<file path="config.mk">
export PLATFORM = sky130hd
export DESIGN_NAME = pqd_blend
export DESIGN_NICKNAME = d
export VERILOG_FILES = /design/src/hdl/pqd_pkg.sv /design/src/hdl/pqd_blend.sv
export SDC_FILE = /design/constraint.sdc
export NUM_CORES = 1
export LEC_CHECK = 0
export ABC_AREA = 0
export BUFFER_PORTS_ARGS = -buffer_cell sky130_fd_sc_hd__buf_2
export CORE_MARGIN = 5
export CORE_UTILIZATION = 59
export DETAILED_ROUTE_END_ITERATION = 12
export PLACE_DENSITY = 0.95
export SYNTH_ARGS = -nofsm -noshare
export SYNTH_HDL_FRONTEND = slang
export SYNTH_SLANG_ARGS = --single-unit
</file>
<file path="constraint.sdc">
create_clock -name clk -period 10.6 [get_ports clk]
set_clock_uncertainty 0.1 [all_clocks]
set_input_delay 0.53 -clock clk [delete_from_list [all_inputs] [get_ports clk]]
set_output_delay 0.53 -clock clk [all_outputs]
set_load 0.03 [all_outputs]
</file>
<file path="src/hdl/pqd_pkg.sv">
// pqd_pkg: shared types and constants for the palette quantizer
// item and result payloads, the token that moves along the cell row
// no dependencies
package pqd_pkg;

  // default number of palette cells in the row
  localparam int PQD_DEPTH = 256;
  // width used to compare cell positions against counts and indexes
  localparam int PQD_POS_W = 11;
  // reciprocal of three in 11 fractional bits
  localparam logic [10:0] PQD_RECIP3 = 11'd683;

  typedef enum logic {
    KIND_LOAD  = 1'b0,
    KIND_PIXEL = 1'b1
  } kind_t;

  typedef struct packed {
    logic [7:0] blue;
    logic [7:0] green;
    logic [7:0] red;
  } color_t;

  typedef struct packed {
    kind_t      kind;
    logic [7:0] entry_index;
    logic [7:0] blue;
    logic [7:0] green;
    logic [7:0] red;
  } item_t;

  typedef struct packed {
    logic [7:0] blue_out;
    logic [7:0] green_out;
    logic [7:0] red_out;
  } result_t;

  // one item in flight plus its running best match
  typedef struct packed {
    logic       valid;
    kind_t      kind;
    logic [7:0] entry_index;
    color_t     color;
    logic       found;
    logic [9:0] best;
    color_t     chosen;
  } token_t;

endpackage

</file>
<file path="src/hdl/pqd_blend.sv">
// pqd_blend: half desaturation of the chosen color and the result register
// gray level is the channel sum times a reciprocal of three
// depends on pqd_pkg
module pqd_blend import pqd_pkg::*; (
  input  logic    clk,
  input  logic    rst,
  input  logic    advance,
  input  token_t  tok_in,
  output logic    result_valid,
  output result_t result
);

  logic [9:0]  sum;
  logic [20:0] prod;
  logic [7:0]  gray;
  result_t     result_next;

  // gray = floor(sum / 3), exact for sums up to 765
  always_comb begin
    sum  = {2'b00, tok_in.chosen.blue} + {2'b00, tok_in.chosen.green} +
           {2'b00, tok_in.chosen.red};
    prod = {11'd0, sum} * {10'd0, PQD_RECIP3};
    gray = prod[18:11];
    result_next.blue_out  = {1'b0, tok_in.chosen.blue[7:1]} + {1'b0, gray[7:1]};
    result_next.green_out = {1'b0, tok_in.chosen.green[7:1]} + {1'b0, gray[7:1]};
    result_next.red_out   = {1'b0, tok_in.chosen.red[7:1]} + {1'b0, gray[7:1]};
  end

  // only pixel items leave a result
  always_ff @(posedge clk) begin
    if (rst) begin
      result_valid <= 1'b0;
    end else if (advance) begin
      result_valid <= tok_in.valid && (tok_in.kind == KIND_PIXEL);
    end
  end

  always_ff @(posedge clk) begin
    if (advance) begin
      result <= result_next;
    end
  end

endmodule
</file>
## Yosys cells after proc, flatten, opt, wreduce, memory -nomap -nowiden

Index checks and enable logic that the tools add are counted.

| operators by class | value |
|---|---|
| multiply operators | 1 |
| magnitude comparators | 0 |
| reduce and logical (&&, ||, !) cells | 1 |
| add/subtract/negate cells | 5 |
| shifts and indexed selects | 0 |
| divide/modulo/power cells | 0 |
| multiplexer cells | 0 |
| bitwise gates (word level) | 0 |
| equality and inequality tests | 0 |

Operators by type and width:

| operator | count |
|---|---|
| $add 7x7->8 | 3 |
| $mul 10x10->19 const B | 1 |
| $add 9x8->10 | 1 |
| $add 8x8->9 | 1 |
| $logic_and 1x1->1 | 1 |

| word-level totals | value |
|---|---|
| bits in read-only memories | 0 |
| memories | 0 |
| latch bits | 0 |
| bits of input ports | 72 |
| bits in registers | 25 |
| output and inout bits | 25 |
| word-level logic and storage cells | 11 |
| bits in writable memories | 0 |

## Longest topological paths before layout

Gate-level depths: netlist of the first run.

| logic depth | value |
|---|---|
| word-level depth | 4 |
| gate-level depth with buffers | 30 |

## Worst setup path after synthesis of the first run

Ideal clock, no wire load.

| timing path | value |
|---|---|
| path kind | input port to flip-flop |
| from | input tok_in[1] (netlist bit) |
| to | register result[15] (netlist bit) (data pin) |
| setup slack | 3.213 ns |
| data required time | 10.235 ns |
| stages | 27 |
| buffers on the path | 0 |
| arrival | 7.023 ns |
| setup time | 0.265 ns |
| cells stage by stage | inv_1 fa_1 inv_1 ha_1 inv_1 fa_1 nor2b_1 o31ai_1 a21boi_0 ha_1 ha_1 fa_1 fa_1 inv_1 fa_1 inv_1 ha_1 a21oi_1 o221a_4 o21bai_1 xor2_1 ha_1 a21o_1 a21oi_1 o21bai_1 a21oi_1 o21ai_0 |

RTL lines:

| what | line | source |
|---|---|---|
| start: declaration | pqd_blend.sv:8 | `input token_t tok_in,` |
| end signal: assignment | pqd_blend.sv:40 | `result <= result_next;` |
| end: declaration | pqd_blend.sv:10 | `output result_t result` |

==> impl_metrics.tcl, run 1 <==
set metrics [dict create \
    detail_route.wl_per_cell_um 18.1 \
    ctsLongestPathBuffers 2 \
    ant_nets 0 \
    postCtsSetupBuffers 0 \
    drc 0 \
    syn_to_final_growth_pct 11.2 \
    most-common-layout-cells "ha_1, buf_2, inv_1, fa_1, a21oi_1" \
    cts_sinks 25 \
    fin_nets 578 \
    cts_made_buffers 3 \
    synthArstFlopShare_pct 0 \
    grt-ovfl-total 0 \
    relSlewSlack_pct 39.7 \
    io_pins 97 \
    dieArea_um2 7780 \
    portBuffers 53 \
    synthFlopType "edfxtp_1" \
    yosys_warnings 0 \
    drive_gt1_share_pct 16.5 \
    status "complete, no violations" \
    start_kind "input port" \
    final_common_cell "ha_1" \
    maxCapViolations 0 \
    finish.utilization_pct 67.8 \
    fillCellCount 388 \
    timing.final.crit_period_ps 8400 \
    root_buffer "clkbuf_8" \
    setup_tns_ps 0 \
    die_x_um 88.2 \
    dr.pass1.iters 7 \
    slew_viol_final 0 \
    grt_pass1_wl_mm 14.1 \
    syn_inst 331 \
    fin_worst_hold_slack_ps 284 \
    max_freq_ghz 0.119 \
    rsz0062_at_grt "no" \
    die_h_um 88.2 \
    wl_mm 8.35 \
    critical_path.top_delay_family "adder cells" \
    fin_crit_sh_pct 79.3 \
    cts_tree "yes" \
    setup_viol 0 \
    syn_avg_cell_area_um2 10.9 \
    ctsResizeCount 0 \
    grt_max_degree 27 \
    dpl.hpwl_mm 7.14 \
    antenna_cells 0 \
    htreeDepth 1 \
    required_ps 10530 \
    ys_seq_area_share_pct 20.5 \
    max_stage_delay_ps 780 \
    multiInputGateArea_um2 2680 \
    grt_pass1_vias 3070 \
    synthDistinctLibCells 37 \
    crit_arrival_ps 8330 \
    clk_pin_slew_ps 100 \
    crit_slowest_cell "a21boi_0" \
    core_area_um2 5920 \
    critPathCaptureType "register" \
    synth_area_um2 3610 \
    gp_congestion 0.881 \
    rows 28 \
    drt_iter0_markers 209 \
    cp_max_fo 6 \
    max_slew.worst_pin.slew_ps 896 \
    worstSetupPathType "in -> reg" \
    final-seq-area_um2 741 \
    insertion_delay_ps 280 \
    initial_core_util_pct 61.0 \
    vias_per_cell 6.08 \
    gr-usage-all-layers_pct 23.3 \
    antenna_found_initial 0 \
    synth-seq-cells 25 \
    hold_viol_final 0 \
    cts_hold_buf 0 \
    vias 2809 \
    synth_nets 521 \
    cp_num_buf_inv 6 \
    hold_class "in -> reg" \
    synth_edf_count 24 \
]
## synth_stat cells, types with 2 or more instances
library cell,instances,area (um2)
fa_1,32,641
a21oi_1,26,130
inv_1,49,184
xnor2_1,22,193
o31ai_2,2,25.0
nor2b_1,2,12.5
a211oi_2,2,25.0
nor2_1,6,22.5
ha_1,86,1080
o21bai_1,8,60.1
edfxtp_1,24,721
nand4_1,3,18.8
o21a_1,3,22.5
nand2_1,7,26.3
a21o_1,13,97.6
nand3_1,4,20.0
xor2_1,10,87.6
o21ai_0,8,40.0
nor3_1,4,20.0
nand2b_1,2,12.5
o22ai_1,2,12.5
## flip-flops by register name, indices dropped and copies added (netlist names)
signal        cells
result_valid      1
result           24
## final cells by class
type | instances | share of cell area, %
timing repair buffer | 53 | 6.61
clock inverter | 1 | 0.187
inverter | 49 | 4.58
clock buffer | 3 | 1.03
tap | 75 | 2.34
sequential | 25 | 18.5
multi-input combinational | 256 | 66.8
## kinds of logic (layout without fill, tap and decap cells)
kind of cell,count (synthesis),count (layout),share of synthesized area [%]
AO/OA/AOI/OAI,75,75,14.8
buffers and inverters,50,106,5.23
XOR/XNOR,32,32,7.76
flip-flops,25,25,20.5
AND/OR/NAND/NOR,31,31,4.19
adder cells (fa/ha/maj),118,118,47.5
## final timing paths
kind | cells past startpoint | slack (ps) | end | start
max | 28 | 2200 | result[7] | tok_in[1]
min | 2 | 280 | result_valid | rst
max reg2reg | 2 | 9940 | result_valid | result_valid
min reg2reg | 2 | 370 | result_valid | result_valid
## per-layer routing
metal  GRT usage [%]  part of all wire [%]  vias up
li1                -                     -     1293
met1            26.8                    38     1340
met2            43.7                    51      144
met3            2.33                   7.2       32
met4            9.48                   3.8        0
met5               0                     0        -
## through the flow
step	instance area (um2)	setup slack, ps	std cells
CTS	4010	2250	462
detailed placement	3970	2010	458
global placement	3970	2310	458
finish	4010	2200	462
global route	4010	1790	462
floorplan	3610	3210	331
Power of run 1 is not shown: default switching activity piles up to over one toggle a cycle in this logic, so the estimate is an artifact.
==> run 2: changes to the inputs <==
--- a/config.mk
+++ b/config.mk
@@ -8,9 +8,9 @@
 export ABC_AREA = 0
 export BUFFER_PORTS_ARGS = -buffer_cell sky130_fd_sc_hd__buf_2
 export CORE_MARGIN = 5
-export CORE_UTILIZATION = 59
+export CORE_UTILIZATION = 49
 export DETAILED_ROUTE_END_ITERATION = 12
-export PLACE_DENSITY = 0.95
+export PLACE_DENSITY = 0.89
 export SYNTH_ARGS = -nofsm -noshare
 export SYNTH_HDL_FRONTEND = slang
 export SYNTH_SLANG_ARGS = --single-unit
==> constraint.sdc (replaced) <==
create_clock -name clk -period 7.7 [get_ports clk]
set_clock_uncertainty 0.1 [all_clocks]
set_input_delay 0.385 -clock clk [delete_from_list [all_inputs] [get_ports clk]]
set_output_delay 0.385 -clock clk [all_outputs]
set_load 0.03 [all_outputs]
==> run 2 against run 1 <==
Effect of this change: register-to-register slack worse by 2900 ps; global-route usage is 6.2 points lower; non-clock buffer count is 17 higher; sequential share of layout area is 0.82 points lower; utilization is 9.6 points lower; wire length is 12% lower; via count is 6.8% lower; cell count is 8.9% higher; first-iteration DRC count is 70% lower; sequential cell count stayed put.
==> impl_metrics.tcl, run 2 (synthesized netlist as in run 1, its figures left out) <==
set metrics [dict create \
    reg2reg_slack_ps 7040 \
    rows 31 \
    fin_crit_sh_pct 94.8 \
    final_cells 503 \
    grt_max_degree 27 \
    max_stage_delay_ps 550 \
    required_ps 7630 \
    gr-usage-all-layers_pct 17.0 \
    grt_pass1_wl_mm 12.4 \
    max_freq_ghz 0.137 \
    start_kind "input port" \
    antenna_cells 0 \
    cp_max_fo 5 \
    die_h_um 95.8 \
    core_area_um2 7210 \
    root_buffer "clkbuf_8" \
    cts_tree "yes" \
    initial_core_util_pct 50.1 \
    cts_sinks 25 \
    hold_class "in -> reg" \
    antenna_found_initial 0 \
    final_area_um2 4200 \
    maxCapViolations 0 \
    fillCellCount 566 \
    fin_nets 595 \
    relSlewSlack_pct 64.8 \
    cts_made_buffers 3 \
    grt-ovfl-total 0 \
    clk_pin_slew_ps 90 \
    syn_to_final_growth_pct 16.4 \
    critPathCaptureType "register" \
    largestRegisters "result: 24 flops, result_valid: 1 flops" \
    vias_per_cell 5.21 \
    place_area_um2 4120 \
    timing.final.crit_period_ps 7300 \
    io_pins 97 \
    dieArea_um2 9190 \
    dp_slack_ps -15.4 \
    grt_pass1_vias 2797 \
    final_common_cell "ha_1" \
    ctsLongestPathBuffers 2 \
    ant_nets 0 \
    status "complete, no violations" \
    wl_mm 7.36 \
    drive_gt1_share_pct 21.5 \
    crit_slowest_cell "fa_1" \
    vias 2619 \
    most-common-layout-cells "ha_1, buf_2, inv_1, fa_1" \
    dpl.hpwl_mm 6.62 \
    crit_arrival_ps 7230 \
    fin_worst_hold_slack_ps 157 \
    drt_iter0_markers 63 \
    die_x_um 95.8 \
    setup_viol 0 \
    worstSetupPathType "in -> reg" \
    gp_congestion 0.921 \
    hold_viol_final 0 \
    max_slew.worst_pin.slew_ps 528 \
    drc 0 \
    portBuffers 53 \
    regMostFlops "result" \
    insertion_delay_ps 270 \
    dr.pass1.iters 4 \
    slew_viol_final 0 \
    place_inst 498 \
    fin_ws_ps 400 \
    htreeDepth 1 \
    largest_reg_flops 24 \
    detail_route.wl_per_cell_um 14.6 \
    cp_common_cell "fa_1" \
]
## run 2: cell count changes in the layout (fill, tap and decap cells not counted), sizes merged
| cell | previous run | this run |
|---|---|---|
| buf | 53 | 70 |
## run 2: area by class of cell
class | instances | area [um2] | share of cell area [%]
multi-input combinational | 256 | 2710 | 64.5
sequential | 25 | 741 | 17.6
timing repair buffer | 70 | 393 | 9.35
inverter | 49 | 184 | 4.38
tap | 99 | 124 | 2.95
clock buffer | 3 | 41.3 | 0.983
clock inverter | 1 | 7.51 | 0.179
## run 2: worst max-delay path: cells and delay by family
family	cells	cell delay, ps
simple gates	3	300
fa+ha+maj	10	3920
buf+inv	7	570
compound gates	8	1640
xor+xnor	3	420
## run 2: through the flow
step                utilization (%)  TNS (ps)
finish                         58.2         0
global route                   58.2     -38.2
CTS                            57.7         0
detailed placement             57.0     -15.4
global placement               57.0         0
floorplan                         -         0
## run 2: final timing paths
kind,from,endpoint,cells after the start
min,rst,result_valid,2
max,tok_in[1],result[22],31
min reg2reg,result_valid,result_valid,2
max reg2reg,result_valid,result_valid,2
## run 2: what timing repair did
| item | in CTS | in global routing |
|---|---|---|
| gates resized for setup | 0 | 6 |
| hold buffers | 0 | 0 |
| setup buffers | 0 | 1 |
| endpoints found under the setup margin | 0 | 9 |
## run 2: metal layers
metal | vias to the layer above | wire length (um) | part of all wire [%] | global-route usage [%]
li1 | 1319 | - | - | -
met2 | 66 | 3830 | 52 | 32.3
met3 | 11 | 302 | 4.1 | 0.938
met1 | 1223 | 3110 | 42 | 20.7
met4 | 0 | 112 | 1.5 | 4.74
met5 | - | 0 | 0 | 0
Power of run 2 is left out for the same reason.
==> run 3: changes to the inputs <==
--- a/config.mk
+++ b/config.mk
@@ -5,12 +5,12 @@
 export SDC_FILE = /design/constraint.sdc
 export NUM_CORES = 1
 export LEC_CHECK = 0
-export ABC_AREA = 0
+export ABC_AREA = 1
 export BUFFER_PORTS_ARGS = -buffer_cell sky130_fd_sc_hd__buf_2
 export CORE_MARGIN = 5
-export CORE_UTILIZATION = 49
+export CORE_UTILIZATION = 56
 export DETAILED_ROUTE_END_ITERATION = 12
-export PLACE_DENSITY = 0.89
+export PLACE_DENSITY = 0.94
 export SYNTH_ARGS = -nofsm -noshare
 export SYNTH_HDL_FRONTEND = slang
 export SYNTH_SLANG_ARGS = --single-unit
==> constraint.sdc (replaced) <==
create_clock -name clk -period 7.36 [get_ports clk]
set_clock_uncertainty 0.1 [all_clocks]
set_input_delay 0.368 -clock clk [delete_from_list [all_inputs] [get_ports clk]]
set_output_delay 0.368 -clock clk [all_outputs]
set_load 0.03 [all_outputs]
==> run 3 against run 2 <==
Effect of this change: sequential share of layout area decreased by 1.4 points; synthesized cell count increased by 41%; sequential cell count unchanged; highest routed layer unchanged; wire length increased by 43%; global-route usage increased by 6.2 points; largest cell class unchanged.
==> impl_metrics.tcl, run 3 <==
set metrics [dict create \
    max_stage_delay_ps 500 \
    drc 0 \
    synth_largest_area_cell "ha_1" \
    antenna_found_initial 0 \
    wl_met3_um 657 \
    drt_iter0_markers 317 \
    syn_inst 466 \
    syn_to_final_growth_pct 14.4 \
    max_slew.worst_pin.slew_ps 565 \
    yosys_warnings 0 \
    vias_per_cell 5.77 \
    synth-seq-cells 25 \
    cts_tree "yes" \
    die_h_um 94.3 \
    max_freq_ghz 0.140 \
    cp_num_buf_inv 10 \
    final_common_cell "nand2_1" \
    required_ps 7300 \
    top_layer "met4" \
    insertion_delay_ps 280 \
    fin_crit_sh_pct 97.2 \
    synthFlopType "edfxtp_1" \
    largestRegisters "result: 24 flops, result_valid: 1 flops" \
    drive_gt1_share_pct 17.8 \
    gp_congestion 0.936 \
    synth_edf_count 24 \
    yosys-top-cells-count "nand2_1, ha_1, inv_1" \
    dieArea_um2 8890 \
    finish.utilization_pct 66.2 \
    dpl.hpwl_mm 8.47 \
    fin_nets 720 \
    yosysMostFrequentCell "nand2_1" \
    crit_arrival_ps 7090 \
    rows 30 \
    cts_sinks 25 \
    drt-met1-wl_mm 3.95 \
    synth_area_um2 3980 \
    critical_path.top_delay_family "adder cells" \
    critPathCaptureType "register" \
    synth_nets 656 \
    maxCapViolations 0 \
    largest_reg_flops 24 \
    ys_seq_area_share_pct 18.6 \
    synthTopCellsByArea "ha_1, edfxtp_1, fa_1, nand2_1, inv_1" \
    fin_worst_hold_slack_ps 144 \
    synthArstFlopShare_pct 0 \
    detail_route.wl_per_cell_um 16.8 \
    status "complete, no violations" \
    portBuffers 53 \
    wl_mm 10.5 \
    wl_met2_mm 5.46 \
    cp_max_fo 3 \
    start_kind "input port" \
    most-common-layout-cells "nand2_1, inv_1, ha_1, buf_2, a21oi_1" \
    syn_avg_cell_area_um2 8.54 \
    grt_pass1_vias 3636 \
    htreeDepth 1 \
    root_buffer "clkbuf_8" \
    core_area_um2 6870 \
    initial_core_util_pct 57.9 \
    regMostFlops "result" \
    ant_nets 0 \
    antenna_cells 0 \
    crit_slowest_cell "fa_1" \
    vias 3608 \
    hold_viol_final 0 \
    clk_pin_slew_ps 90 \
    die_x_um 94.3 \
    ctsLongestPathBuffers 2 \
    io_pins 97 \
    worstSetupPathType "in -> reg" \
    cts_hold_buf 0 \
    synthDistinctLibCells 31 \
    dr.pass1.iters 5 \
    cts_made_buffers 3 \
    grt_pass1_wl_mm 16.3 \
    relSlewSlack_pct 62.3 \
    setup_viol 0 \
    grt_max_degree 27 \
    hold_class "in -> reg" \
    slew_viol_final 0 \
    yosysTopAreaCellShare_pct 27.1 \
    gr-usage-all-layers_pct 23.3 \
    timing.final.crit_period_ps 7150 \
    grt-ovfl-total 0 \
]
==> run 3: cell count changes in the layout (fill, tap and decap cells not counted), sizes merged, moves of 4 or more <==
cell and change:
a21oi +7, o21bai -4, nand3 +22, a21o -9, buf -11, xnor2 -14
nand2 +106, inv +35, nor2 +8, o211ai +4
==> run 3: metal layers <==
metal	vias to the layer above	GRT usage, %
li1	1664	-
met1	1693	27.3
met4	0	9.51
met2	200	42.7
met3	51	2.64
met5	-	0
==> run 3: final timing paths <==
path                                   start      endpoint  slack, ps  cells after the start
worst max-delay path               tok_in[1]     result[6]        210                     38
worst min-delay path                     rst  result_valid        140                      2
worst max register to register  result_valid  result_valid       6610                      2
worst min register to register  result_valid  result_valid        420                      2
==> run 3: timing repair <==
| item | CTS | global route |
|---|---|---|
| buffers inserted | 0 | 0 |
| resized for setup | 0 | 21 |
| setup endpoints to repair | 0 | 9 |
==> run 3: metrics by stage <==
| stage | instances | setup TNS [ps] | worst slack [ps] | instance area [um2] |
|---|---|---|---|---|
| global route | 625 | -305 | -81.6 | 4550 |
| detailed placement | 621 | -255 | -90.2 | 4410 |
| CTS | 625 | 0 | 131 | 4460 |
| floorplan | 466 | 0 | 639 | 3980 |
| finish | 625 | 0 | 205 | 4550 |
| global placement | 621 | 0 | 107 | 4410 |
==> run 3: final cells by class <==
class                           instances  area [um2]
Multi-Input combinational cell        357        3020
Sequential cell                        25         741
Fill cell                             499        2320
Clock buffer                            3        41.3
Clock inverter                          1        7.51
Timing Repair Buffer                   59         310
Tap cell                               96         120
Inverter                               84         315
==> run 3: logic make-up (layout without fill, tap and decap cells) <==
family                     after synthesis  in the layout  share of synthesized area, %
DFF                                     25             25                          18.6
buffers and inverters                   84            147                          7.93
and+or+nand+nor                        163            163                          17.3
xor gates and xnor gates                21             21                          4.81
AOI/OAI and AO/OA                       55             55                          8.15
adders and majority gates              118            118                          43.2
Power of run 3 is left out for the same reason.
