$ cat src/hdl/pqd_pkg.sv
// pqd_pkg: shared types and constants for the palette quantizer
// item and result payloads, the token that moves along the cell row
// no dependencies
package pqd_pkg;

  // default number of palette cells in the row
  localparam int PQD_DEPTH = 256;
  // width used to compare cell positions against counts and indexes
  localparam int PQD_POS_W = 11;
  // reciprocal of three in 11 fractional bits
  localparam logic [10:0] PQD_RECIP3 = 11'd683;

  typedef enum logic {
    KIND_LOAD  = 1'b0,
    KIND_PIXEL = 1'b1
  } kind_t;

  typedef struct packed {
    logic [7:0] blue;
    logic [7:0] green;
    logic [7:0] red;
  } color_t;

  typedef struct packed {
    kind_t      kind;
    logic [7:0] entry_index;
    logic [7:0] blue;
    logic [7:0] green;
    logic [7:0] red;
  } item_t;

  typedef struct packed {
    logic [7:0] blue_out;
    logic [7:0] green_out;
    logic [7:0] red_out;
  } result_t;

  // one item in flight plus its running best match
  typedef struct packed {
    logic       valid;
    kind_t      kind;
    logic [7:0] entry_index;
    color_t     color;
    logic       found;
    logic [9:0] best;
    color_t     chosen;
  } token_t;

endpackage

$ cat src/hdl/pqd_cell.sv
// pqd_cell: one palette entry of the row, matched against passing pixels
// loads write the entry when they reach the cell with the matching index
// depends on pqd_pkg
module pqd_cell import pqd_pkg::*; #(
  parameter int CELL_INDEX = 0
) (
  input  logic       clk,
  input  logic       rst,
  input  logic       advance,
  input  logic [8:0] palette_count,
  input  token_t     tok_in,
  output token_t     tok_out
);

  color_t     entry;
  logic       hit_load;
  logic       in_range;
  logic [7:0] diff_b;
  logic [7:0] diff_g;
  logic [7:0] diff_r;
  logic [9:0] l1_dist;
  logic       take;
  token_t     tok_next;

  // load aimed at this cell
  assign hit_load = tok_in.valid && (tok_in.kind == KIND_LOAD) &&
                    ({3'b000, tok_in.entry_index} == PQD_POS_W'(CELL_INDEX));

  // cell takes part in matching only below the active count
  assign in_range = {2'b00, palette_count} > PQD_POS_W'(CELL_INDEX);

  // l1 distance between pixel and stored entry
  always_comb begin
    diff_b  = (entry.blue > tok_in.color.blue) ? entry.blue - tok_in.color.blue
                                               : tok_in.color.blue - entry.blue;
    diff_g  = (entry.green > tok_in.color.green) ? entry.green - tok_in.color.green
                                                 : tok_in.color.green - entry.green;
    diff_r  = (entry.red > tok_in.color.red) ? entry.red - tok_in.color.red
                                             : tok_in.color.red - entry.red;
    l1_dist = {2'b00, diff_b} + {2'b00, diff_g} + {2'b00, diff_r};
  end

  // strictly smaller wins, so ties stay with the lower index
  assign take = (tok_in.kind == KIND_PIXEL) && in_range &&
                (!tok_in.found || (l1_dist < tok_in.best));

  always_comb begin
    tok_next = tok_in;
    if (take) begin
      tok_next.found  = 1'b1;
      tok_next.best   = l1_dist;
      tok_next.chosen = entry;
    end
  end

  // entry store
  always_ff @(posedge clk) begin
    if (advance && hit_load) begin
      entry <= tok_in.color;
    end
  end

  // hand the item to the next cell
  always_ff @(posedge clk) begin
    if (rst) begin
      tok_out.valid <= 1'b0;
    end else if (advance) begin
      tok_out <= tok_next;
    end
  end

endmodule

$ cat config.mk
export PLATFORM = sky130hd
export DESIGN_NAME = pqd_cell
export DESIGN_NICKNAME = d
export VERILOG_FILES = /design/src/hdl/pqd_pkg.sv /design/src/hdl/pqd_cell.sv
export SDC_FILE = /design/constraint.sdc
export NUM_CORES = 1
export LEC_CHECK = 0
export BUFFER_PORTS_ARGS = -buffer_cell sky130_fd_sc_hd__clkbuf_2
export CORE_MARGIN = 2
export CORE_UTILIZATION = 39
export CTS_CLUSTER_DIAMETER = 100
export DETAILED_ROUTE_END_ITERATION = 7
export PLACE_DENSITY = 0.61
export SYNTH_ARGS = -nofsm -noshare
export SYNTH_HDL_FRONTEND = slang
export SYNTH_SLANG_ARGS = --single-unit
$ cat constraint.sdc
create_clock -name clk -period 7.45 [get_ports clk]
set_clock_uncertainty 0.2 [all_clocks]
set_input_delay 0.745 -clock clk [delete_from_list [all_inputs] [get_ports clk]]
set_output_delay 0.745 -clock clk [all_outputs]
set_load 0.1 [all_outputs]
# Word level (Yosys, flattened, before mapping)

Cells that the tools add are included.

Bitwise logic cells: 2
Add/subtract/negate cells: 8
Magnitude comparators: 5
Reduce and logical (&&, ||, !) cells: 9
Multiplexer cells: 4

Operators with widths:

| cell                                                           | count |
|---|---|
| subtractor 8 bit                                               | 6 |
| 2-to-1 mux 34 bit                                              | 1 |
| greater-than comparator 8 bit                                  | 3 |
| 2-to-1 mux 8 bit                                               | 3 |
| adder 9 x 8 -> 10 bit                                          | 1 |
| < comparator 10 bit                                            | 1 |
| adder 8 x 8 -> 9 bit                                           | 1 |
| greater-than comparator 9 x 1 -> 1 bit (second input constant) | 1 |
| zero test 8 bit                                                | 1 |
| logical AND 1 bit                                              | 5 |
| inverter 1 bit                                                 | 2 |
| AND reduction 2 bit                                            | 1 |
| zero test 1 bit                                                | 1 |
| logical OR 1 bit                                               | 1 |

Bits of input ports: 81
Logic and storage cells: 42
Output and inout port bits: 69
Flip-flop bits (word level): 93

# Longest topological paths before layout

Gate-level depths: netlist of the first run.

Depth after elaboration: 8
Mapped depth: 25
Depth with buffers taken out: 24

# Least setup slack after synthesis of the first run

OpenSTA, ideal clock, no wires.

Path kind: input port to flip-flop
Start: input tok_in[51] (netlist bit)
End: register tok_out[17] (netlist bit) (data pin)
Path slack: 1.624 ns
Cell stages on the path: 23
Arrival: 5.364 ns
Buffers on the path: 1
Required time: 6.988 ns
Setup time: 0.262 ns
Path through: ha_1 > inv_1 > fa_1 > a21o_1 > a21oi_1 > nor2_1 > a2bb2oi_2 > mux2_2 > fa_1 > ha_1 > fa_1 > a21o_1 > nand3_1 > nand2_1 > a21oi_1 > xnor2_1 > ha_1 > a21oi_1 > nor2_1 > a211oi_1 > a31oi_4 > buf_6 > mux2_1

RTL lines:

| what                 | RTL line       | source |
|---|---|---|
| start, declared      | pqd_cell.sv:11 | `input token_t tok_in,` |
| end signal, assigned | pqd_cell.sv:68 | `tok_out <= tok_next;` |
| end, declared        | pqd_cell.sv:12 | `output token_t tok_out` |

==> results of run 1 <==
## metrics by stage
stage               setup WS, ns  hold WS, ns  std cells  total power, mW  util (%)
floorplan                  1.624       0.3563        475            1.356         -
finish                     1.414       0.3310        824            2.042     49.34
CTS                        1.378       0.3330        824            2.062     49.34
detailed placement        0.9989       0.3157        808            1.513     46.88
global placement           1.145       0.2828        808            1.497     46.88
global route              0.9619       0.3575        824            2.158     49.34
## critical path, cell delays in order
cell	delay [ns]
clkbuf_2	0.10
ha_1	0.19
inv_1	0.09
fa_1	0.20
a21o_1	0.12
a21oi_1	0.09
nor2_1	0.16
a2bb2oi_2	0.40
mux2_2	0.42
fa_1	0.49
ha_1	0.24
fa_1	0.40
a21o_1	0.18
nand3_1	0.07
nand2_1	0.05
a21oi_1	0.20
o21ai_0	0.18
ha_1	0.33
nand2_1	0.07
nor2_1	0.19
o31ai_4	0.11
a31oi_4	0.23
buf_4	0.28
mux2_2	0.38
## logic make-up after synthesis
| kind of cell | after synthesis | share of synthesized area, % |
|---|---|---|
| mux | 56 | 10.38 |
| xor+xnor | 24 | 3.596 |
| simple gates | 51 | 4.431 |
| buf+inv | 81 | 5.608 |
| fa+ha+maj | 76 | 18.19 |
| flops | 93 | 47.60 |
| compound gates | 94 | 10.19 |
## metal layers
metal | up-vias | global-route usage [%]
met4 | 0 | 5.818
met2 | 124 | 23.94
met5 | - | 0
li1 | 1998 | -
met1 | 1864 | 20.71
met3 | 13 | 3.922
## area by class of cell
class	count	area (sq um)	area share (%)
multi-input combinational	301	2749	38.19
timing repair buffer	153	788.3	10.95
tap	184	230.2	3.198
sequential	93	2783	38.66
clock buffer	11	252.7	3.511
inverter	77	289.0	4.015
clock inverter	5	106.4	1.477
## flip-flops by register name, summed over array words and instances (netlist names)
name     count
entry       24
tok_out     69
## synthesized netlist by cell type (6+ instances only)
cell / count
a21boi_0: 6
a21o_1: 10
a21oi_1: 46
edfxtp_1: 92
fa_1: 15
ha_1: 61
inv_1: 77
mux2_1: 6
mux2_2: 31
mux2i_1: 19
nand2_1: 17
nand4_1: 6
nor2_1: 10
o21ai_0: 17
o21bai_1: 6
xnor2_1: 13
xor2_1: 11
## power by group
| group | switching (mW) | total [mW] | internal (mW) | leakage, nW |
|---|---|---|---|---|
| registers | 0.00973 | 0.648 | 0.638 | 0.863 |
| logic | 0.566 | 0.850 | 0.284 | 2.26 |
| clock network | 0.198 | 0.544 | 0.347 | 0.172 |
| total | 0.773 | 2.04 | 1.27 | 3.30 |
## worst max path at each step
stage / from / end / slack (ns) / cells after the start
finish: tok_in[51] / tok_out[31] / 1.41 / 24
global route: tok_in[51] / tok_out[31] / 0.96 / 24
CTS: tok_in[51] / tok_out[31] / 1.38 / 24
detailed placement: tok_in[51] / tok_out[31] / 1.0 / 24
global placement: tok_in[51] / tok_out[31] / 1.14 / 24
floorplan: tok_in[51] / tok_out[17] / 1.62 / 23
==> flow_summary.json, run 1 <==
{
  "status": "finished, final reports clean",
  "cts_sinks": 93,
  "ys.flop_type": "edfxtp_1",
  "path_clk_slew_ns": 0.07,
  "tightest_slew_ns": 0.9298,
  "syn2layout_area_growth_pct": 23.14,
  "worstSetupPathType": "input port to flop",
  "met1_length_mm": 5.613,
  "cts-root-buf": "clkbuf_16",
  "grt_max_degree": 38,
  "gp_congestion": 0.9257,
  "cts_buffers": 9,
  "power_density_nw_per_um2": 283.7,
  "die_y_um": 126.4,
  "netlist_top_cells_area": "edfxtp_1 47%, ha_1 13%, mux2_2 6.0%, fa_1 5.1%, inv_1 4.9%",
  "post-synth-top-area-cell": "edfxtp_1",
  "dr_wl_met3_um": 731,
  "async_flop_share_pct": 0,
  "fin_setup_tns_ns": 0,
  "maxCapViolations": 0,
  "syn_inst": 475,
  "cts_resized": 0,
  "finalNetCount": 792,
  "drv_slew": 0,
  "ys_types": 34,
  "min-delay-start": "tok_out[68]",
  "fillers": 1343,
  "post_drt_wl_per_cell_um": 14.62,
  "placed_area_sq_um": 6839,
  "grt_setup_unrepaired": "no",
  "gr-total-overflow": 0,
  "yosys.area.top_type_share_pct": 47.26,
  "synth.cell_area_sq_um": 5846,
  "vias": 3999,
  "p_leak_nw": 3.295,
  "layout_commonest_cell": "clkbuf_2",
  "cp_max_fo": 15,
  "hp-class": "flop to flop",
  "synth_edf_count": 92,
  "hold_end": "tok_out[68]",
  "avgSynthCellArea_sq_um": 12.31,
  "drt_iter0_drc": 154,
  "dieArea_sq_um": 15980,
  "ir_worst_vdd_uv": 126.0,
  "first_pass_iters": 4,
  "fp-row-count": 44,
  "yosys_warnings": 0,
  "hold_path_depth": 2,
  "rr_startpoint": "entry[16]",
  "drt-total-wl_mm": 12.05,
  "cts_tree": "built",
  "fmax_mhz": 165.7,
  "worstSetupEndpointType": "flop",
  "drive_above_1_share_pct": 32.66,
  "via_per_inst": 4.853,
  "start_util_pct": 40.07,
  "port_buffers": 149,
  "drt.antenna.violating_nets": 0,
  "hpwl_mm": 9.539,
  "synth.net_count": 632,
  "grt.total_usage_pct": 15.37,
  "route.met2.wl_mm": 5.489,
  "critPathArrivalTime_ns": 5.93,
  "coreArea_sq_um": 14590,
  "cts_setup_buffers": 0,
  "drc": 0,
  "grt_pass1_vias": 4095,
  "cts-htree-levels": 3,
  "clock_latency_ns": 0.36,
  "worstReg2RegEnd": "tok_out[31]",
  "setup_viol": 0,
  "antenna_cells": 0,
  "yosysSeqAreaShare_pct": 47.60,
  "grt_antenna_before_repair": 0,
  "postCtsHoldBufs": 0,
  "cp-start-kind": "input port",
  "slew_headroom_pct": 37.88,
  "period_share_pct": 81.02,
  "dieWidth_um": 126.4,
  "top_layer_used": "met4",
  "grt_pass1_wl_mm": 19.51,
  "worst-r2r-cell-count": 24,
  "ioPinCount": 150,
  "synth_seq_cells": 93,
  "rrSetupSlack_ns": 1.46,
  "finalHoldViolations": 0,
  "required_ns": 7.35,
  "layout_common_cells": "149 x clkbuf_2, 92 x edfxtp_1, 77 x inv_1",
  "clock_path_buffers": 2,
  "design_area_sq_um": 7198,
  "fin_crit_ns": 6.036
}
No activity file was read; power rests on OpenSTA's default activity.
==> inputs of run 2 (changes only) <==
--- a/config.mk
+++ b/config.mk
@@ -10,7 +10,7 @@
 export CORE_UTILIZATION = 39
 export CTS_CLUSTER_DIAMETER = 100
 export DETAILED_ROUTE_END_ITERATION = 7
-export PLACE_DENSITY = 0.61
+export PLACE_DENSITY = 0.63
 export SYNTH_ARGS = -nofsm -noshare
 export SYNTH_HDL_FRONTEND = slang
 export SYNTH_SLANG_ARGS = --single-unit
==> constraint.sdc (replaced) <==
create_clock -name clk -period 5.3 [get_ports clk]
set_clock_uncertainty 0.2 [all_clocks]
set_input_delay 0.53 -clock clk [delete_from_list [all_inputs] [get_ports clk]]
set_output_delay 0.53 -clock clk [all_outputs]
set_load 0.1 [all_outputs]
==> run 2 against run 1 <==
Worst setup slack worse by 1.8 ns. The flow now finishes with violations (negative setup slack). Combinational power up 89%. Non-clock buffer count up 86. Via count up 9.4%. Global-route usage up 1.0 points. Die area unchanged. Sequential share of layout area down 4.3 points. First-iteration DRC count up 7.8%. Critical path type is now flop to flop. Largest power group unchanged.
==> flow_summary.json, run 2 (synthesis gave the netlist of run 1 again) <==
{
  "status": "finished, violations left",
  "violations": "negative setup slack",
  "drt_iter0_drc": 166,
  "clock_latency_ns": 0.35,
  "cp-start-kind": "flop",
  "grt_setup_unrepaired": "yes",
  "fillers": 1233,
  "vias": 4375,
  "post_drt_wl_per_cell_um": 14.97,
  "die_y_um": 126.4,
  "dp_cells": 884,
  "finalNonFillerCells": 910,
  "drive_above_1_share_pct": 45.59,
  "total_power_mw": 3.210,
  "fin_crit_ns": 5.660,
  "fin_setup_tns_ns": -11.30,
  "layout_common_cells": "149 x clkbuf_2, 92 x edfxtp_1, 84 x buf_4",
  "postCtsHoldBufs": 0,
  "pre_cts_slack_ns": -0.4325,
  "top_register": "tok_out",
  "largest_reg_flops": 69,
  "grt.total_usage_pct": 16.38,
  "gp_congestion": 0.8897,
  "hp-class": "input port to flop",
  "placed_area_sq_um": 7492,
  "slew_headroom_pct": 30.67,
  "via_per_inst": 4.808,
  "coreArea_sq_um": 14590,
  "grt_antenna_before_repair": 0,
  "dieWidth_um": 126.4,
  "cts_sinks": 93,
  "fmax_mhz": 176.7,
  "clock_path_buffers": 2,
  "grt_pass1_wl_mm": 20.81,
  "port_buffers": 149,
  "fin_util_pct": 55.59,
  "start_util_pct": 40.07,
  "layout_setup_ws_ns": -0.3602,
  "drv_slew": 0,
  "syn2layout_area_growth_pct": 38.74,
  "finalNetCount": 878,
  "cts-root-buf": "clkbuf_16",
  "power_density_nw_per_um2": 395.8,
  "period_share_pct": 106.8,
  "ioPinCount": 150,
  "drt.antenna.violating_nets": 0,
  "worstSetupEndpointType": "flop",
  "critPathArrivalTime_ns": 5.56,
  "setup_viol": 34,
  "hpwl_mm": 10.34,
  "required_ns": 5.20,
  "cp_max_fo": 17,
  "drt-total-wl_mm": 13.62,
  "drc": 0,
  "fp-row-count": 44,
  "tightest_slew_ns": 1.038,
  "grt_max_degree": 36,
  "gr-total-overflow": 0,
  "maxCapViolations": 0,
  "grt_pass1_vias": 4532,
  "hold_slack_ns": 0.1769,
  "worstSetupPathType": "flop to flop",
  "layout_commonest_cell": "clkbuf_2",
  "top_regs": "tok_out: 69 flops, entry: 24 flops",
  "ir_worst_vdd_uv": 226.2,
  "cts_buffers": 9,
  "cts_tree": "built",
  "antenna_cells": 0,
  "design_area_sq_um": 8110,
  "first_pass_iters": 4,
  "cts-htree-levels": 3,
  "p_leak_nw": 3.814,
  "path_clk_slew_ns": 0.07,
  "finalHoldViolations": 0,
  "dieArea_sq_um": 15980
}
==> run 2: cell types whose count changed in the layout (fill, tap and decap cells not counted), sizes merged <==
cell      change
bufinv        -1
clkbuf        +1
clkinv        +1
buf          +84
clkinvlp      +1
==> run 2: cell type report <==
type | count | area, sq um | area share (%)
multi-input combinational | 301 | 3003 | 37.03
clock inverter | 6 | 87.58 | 1.080
sequential | 93 | 2783 | 34.31
tap | 184 | 230.2 | 2.839
timing repair buffer | 239 | 1489 | 18.36
inverter | 77 | 289.0 | 3.564
clock buffer | 10 | 229.0 | 2.823
==> run 2: worst paths after layout <==
kind	startpoint	end	slack (ns)	cells past startpoint
worst max-delay path	entry[8]	tok_out[20]	-0.36	24
worst min-delay path	tok_in[64]	tok_out[64]	0.18	1
worst max register to register	entry[8]	tok_out[20]	-0.36	24
worst min register to register	tok_out[68]	tok_out[68]	0.30	2
==> run 2: timing repair <==
item | in CTS | in global routing
cloned | 0 | 2
setup buffers | 0 | 8
setup endpoints to repair | 34 | 34
pin swaps | 0 | 2
gates resized for setup | 1 | 48
hold endpoints to repair | 0 | 0
==> run 2: routing by layer <==
metal  routed length (um)  part of all wire [%]  vias up  global-route usage (%)
li1                     -                     -     2175                       -
met1                 5879                    43     2065                   20.17
met2                 6739                    49      113                   27.15
met3                  740                   5.4       22                   5.314
met4                  260                   1.9        0                   5.624
met5                    0                     0        -                       0
==> run 2: where the power goes <==
group	internal (mW)	switching [mW]	leakage (nW)
sequential	0.898	0.0175	0.863
combinational	0.676	0.935	2.80
clock	0.412	0.271	0.146
==> run 2: worst max-delay path: stages, from the launching register on <==
cell and delay [ns]:
edfxtp_1 0.41, inv_1 0.08, ha_2 0.16, inv_2 0.04, fa_2 0.33, a21o_1 0.19, a21oi_2 0.17, nor2_2 0.08
a2bb2oi_4 0.17, mux2_4 0.35, fa_1 0.46, ha_2 0.19, fa_2 0.34, a21o_1 0.19, nand3_1 0.09, nand2_1 0.06
a21oi_2 0.22, xnor2_2 0.10, ha_1 0.33, nand2_2 0.08, nor2_4 0.13, o31ai_4 0.09, a31oi_4 0.35, buf_12 0.21
mux2_2 0.35
==> inputs of run 3 (changes only) <==
--- a/config.mk
+++ b/config.mk
@@ -10,7 +10,7 @@
 export CORE_UTILIZATION = 39
 export CTS_CLUSTER_DIAMETER = 100
 export DETAILED_ROUTE_END_ITERATION = 7
-export PLACE_DENSITY = 0.63
+export PLACE_DENSITY = 0.61
 export SYNTH_ARGS = -nofsm -noshare
 export SYNTH_HDL_FRONTEND = slang
 export SYNTH_SLANG_ARGS = --single-unit
==> constraint.sdc (replaced) <==
create_clock -name clk -period 6.2 [get_ports clk]
set_clock_uncertainty 0.2 [all_clocks]
set_input_delay 0.62 -clock clk [delete_from_list [all_inputs] [get_ports clk]]
set_output_delay 0.62 -clock clk [all_outputs]
set_load 0.1 [all_outputs]
==> run 3 against run 2 <==
The flow now finishes without violations. Sequential share of layout area grew 4.0 points. Cell count shrank 9.0%. Sequential power shrank 15%. Fmax shrank 4.6%. First-iteration DRC count grew 12%. Clock power shrank 13%. Total power shrank 23%. Routed wire length shrank 7.4%. Worst setup slack gained 0.62 ns. Critical endpoint is now tok_out[32].
==> flow_summary.json, run 3 (synthesis gave the netlist of run 1 again) <==
{
  "gr-total-overflow": 0,
  "design_area_sq_um": 7261,
  "grt.total_usage_pct": 15.12,
  "rrSetupSlack_ns": 0.26,
  "period_share_pct": 95.73,
  "dieWidth_um": 126.4,
  "worstSetupPathType": "flop to flop",
  "hpwl_mm": 9.324,
  "cts-root-buf": "clkbuf_16",
  "antenna_cells": 0,
  "worstReg2RegEnd": "tok_out[32]",
  "grt_max_degree": 38,
  "drc": 0,
  "finalNonFillerCells": 828,
  "required_ns": 6.09,
  "drive_above_1_share_pct": 33.70,
  "post_drt_wl_per_cell_um": 15.24,
  "finalNetCount": 796,
  "tightest_slew_ns": 0.9637,
  "path_clk_slew_ns": 0.07,
  "cts_buffers": 9,
  "multi_input_area_sq_um": 2764,
  "hold_end": "tok_out[61]",
  "hold_slack_ns": 0.2582,
  "cp_max_fo": 8,
  "fillers": 1330,
  "grt_antenna_before_repair": 0,
  "port_buffers": 149,
  "rr_startpoint": "entry[16]",
  "hold_path_depth": 1,
  "setup_viol": 0,
  "via_per_inst": 4.921,
  "slew_headroom_pct": 35.61,
  "dp_cells": 808,
  "area.sequential_sq_um": 2783,
  "p_leak_nw": 3.313,
  "drt_iter0_drc": 186,
  "fin_crit_ns": 5.935,
  "worstSetupEndpointType": "flop",
  "hp-class": "input port to flop",
  "drt-total-wl_mm": 12.62,
  "die_y_um": 126.4,
  "grt_setup_unrepaired": "no",
  "top_regs": "tok_out: 69 flops, entry: 24 flops",
  "drv_slew": 0,
  "finalHoldViolations": 0,
  "vias": 4075,
  "cp-start-kind": "flop",
  "layout_common_cells": "149 x clkbuf_2, 92 x edfxtp_1, 77 x inv_1",
  "min-delay-start": "tok_in[61]",
  "clock_path_buffers": 2,
  "maxCapViolations": 0,
  "coreArea_sq_um": 14590,
  "power_density_nw_per_um2": 341.8,
  "layout_commonest_cell": "clkbuf_2",
  "first_pass_iters": 4,
  "dieArea_sq_um": 15980,
  "fp-row-count": 44,
  "ir_worst_vdd_uv": 146.2,
  "fmax_mhz": 168.5,
  "clock_latency_ns": 0.36,
  "critPathArrivalTime_ns": 5.83,
  "cts_sinks": 93,
  "drt.antenna.violating_nets": 0,
  "fin_util_pct": 49.77,
  "cts_tree": "built",
  "gp_congestion": 0.8838,
  "worst-r2r-cell-count": 25,
  "start_util_pct": 40.07,
  "status": "finished, final reports clean",
  "top_register": "tok_out",
  "grt_pass1_vias": 4072,
  "ioPinCount": 150,
  "syn2layout_area_growth_pct": 24.21,
  "grt_pass1_wl_mm": 19.34,
  "placed_area_sq_um": 6839,
  "largest_reg_flops": 69,
  "cts-htree-levels": 3
}
-- run 3: changes by cell type in the layout (fill, tap and decap cells not counted), moves of 5 or more --
cell	previous run	this run
a21oi_1	39	44
mux2_4	20	0
a21oi_2	7	2
mux2_2	15	31
buf_4	84	3
ha_1	56	61
nor2_1	4	9
-- run 3: where the power goes --
part	total, mW	leakage [nW]	switching, mW	internal [mW]
clock network	0.592	0.148	0.238	0.354
logic	1.11	2.30	0.721	0.390
registers	0.778	0.863	0.0116	0.767
-- run 3: worst max-delay path: stages, from the launching register on --
cell and delay [ns]:
edfxtp_1 0.43, inv_1 0.08, ha_1 0.14, inv_1 0.05
fa_1 0.38, a21o_1 0.17, a21oi_1 0.21, nor2_1 0.09
a2bb2oi_2 0.20, mux2_2 0.34, fa_1 0.48, ha_1 0.23
fa_1 0.41, a21o_1 0.19, nand3_1 0.08, nand2_1 0.05
a21oi_1 0.22, xnor2_1 0.17, ha_1 0.28, a21oi_1 0.14
nor2_1 0.08, a211oi_2 0.27, a31oi_4 0.13, buf_12 0.18
buf_6 0.16, mux2_1 0.32
-- run 3: worst max-delay path by stage --
stage	start	to	slack, ns	cells past startpoint
global placement	tok_in[43]	tok_out[31]	0.05	24
global route	entry[16]	tok_out[30]	0.001	25
finish	entry[16]	tok_out[32]	0.26	25
floorplan	tok_in[51]	tok_out[17]	0.50	23
detailed placement	tok_in[56]	tok_out[13]	-0.05	22
CTS	entry[0]	tok_out[31]	0.23	24
-- run 3: routing by layer --
layer  track usage, %  share of wire, %  vias up
met5                0                 0        -
met4            4.072               1.5        0
li1                 -                 -     2011
met1            20.13                45     1916
met3            4.808               7.1       13
met2            23.94                46      135
-- run 3: layout make-up --
type | count | area share, %
Clock inverter | 7 | 1.379
Multi-Input combinational cell | 301 | 38.07
Timing Repair Buffer | 157 | 11.98
Inverter | 77 | 3.981
Sequential cell | 93 | 38.33
Clock buffer | 9 | 3.102
Tap cell | 184 | 3.171
-- run 3: stage by stage --
step | worst slack, ns | TNS [ns] | total power [mW]
final | 0.2645 | 0 | 2.481
after detailed placement | -0.04530 | -0.9367 | 1.809
after global routing | 0.001364 | 0 | 2.612
after CTS | 0.2307 | 0 | 2.408
after global placement | 0.04644 | 0 | 1.792
after floorplan | 0.4990 | 0 | 1.630
-- run 3: timing repair --
| action | in CTS | in global routing |
|---|---|---|
| hold buffers | 0 | 0 |
| gates resized for setup | 0 | 5 |
| buffers inserted | 0 | 1 |
| endpoints found under the setup margin | 0 | 34 |
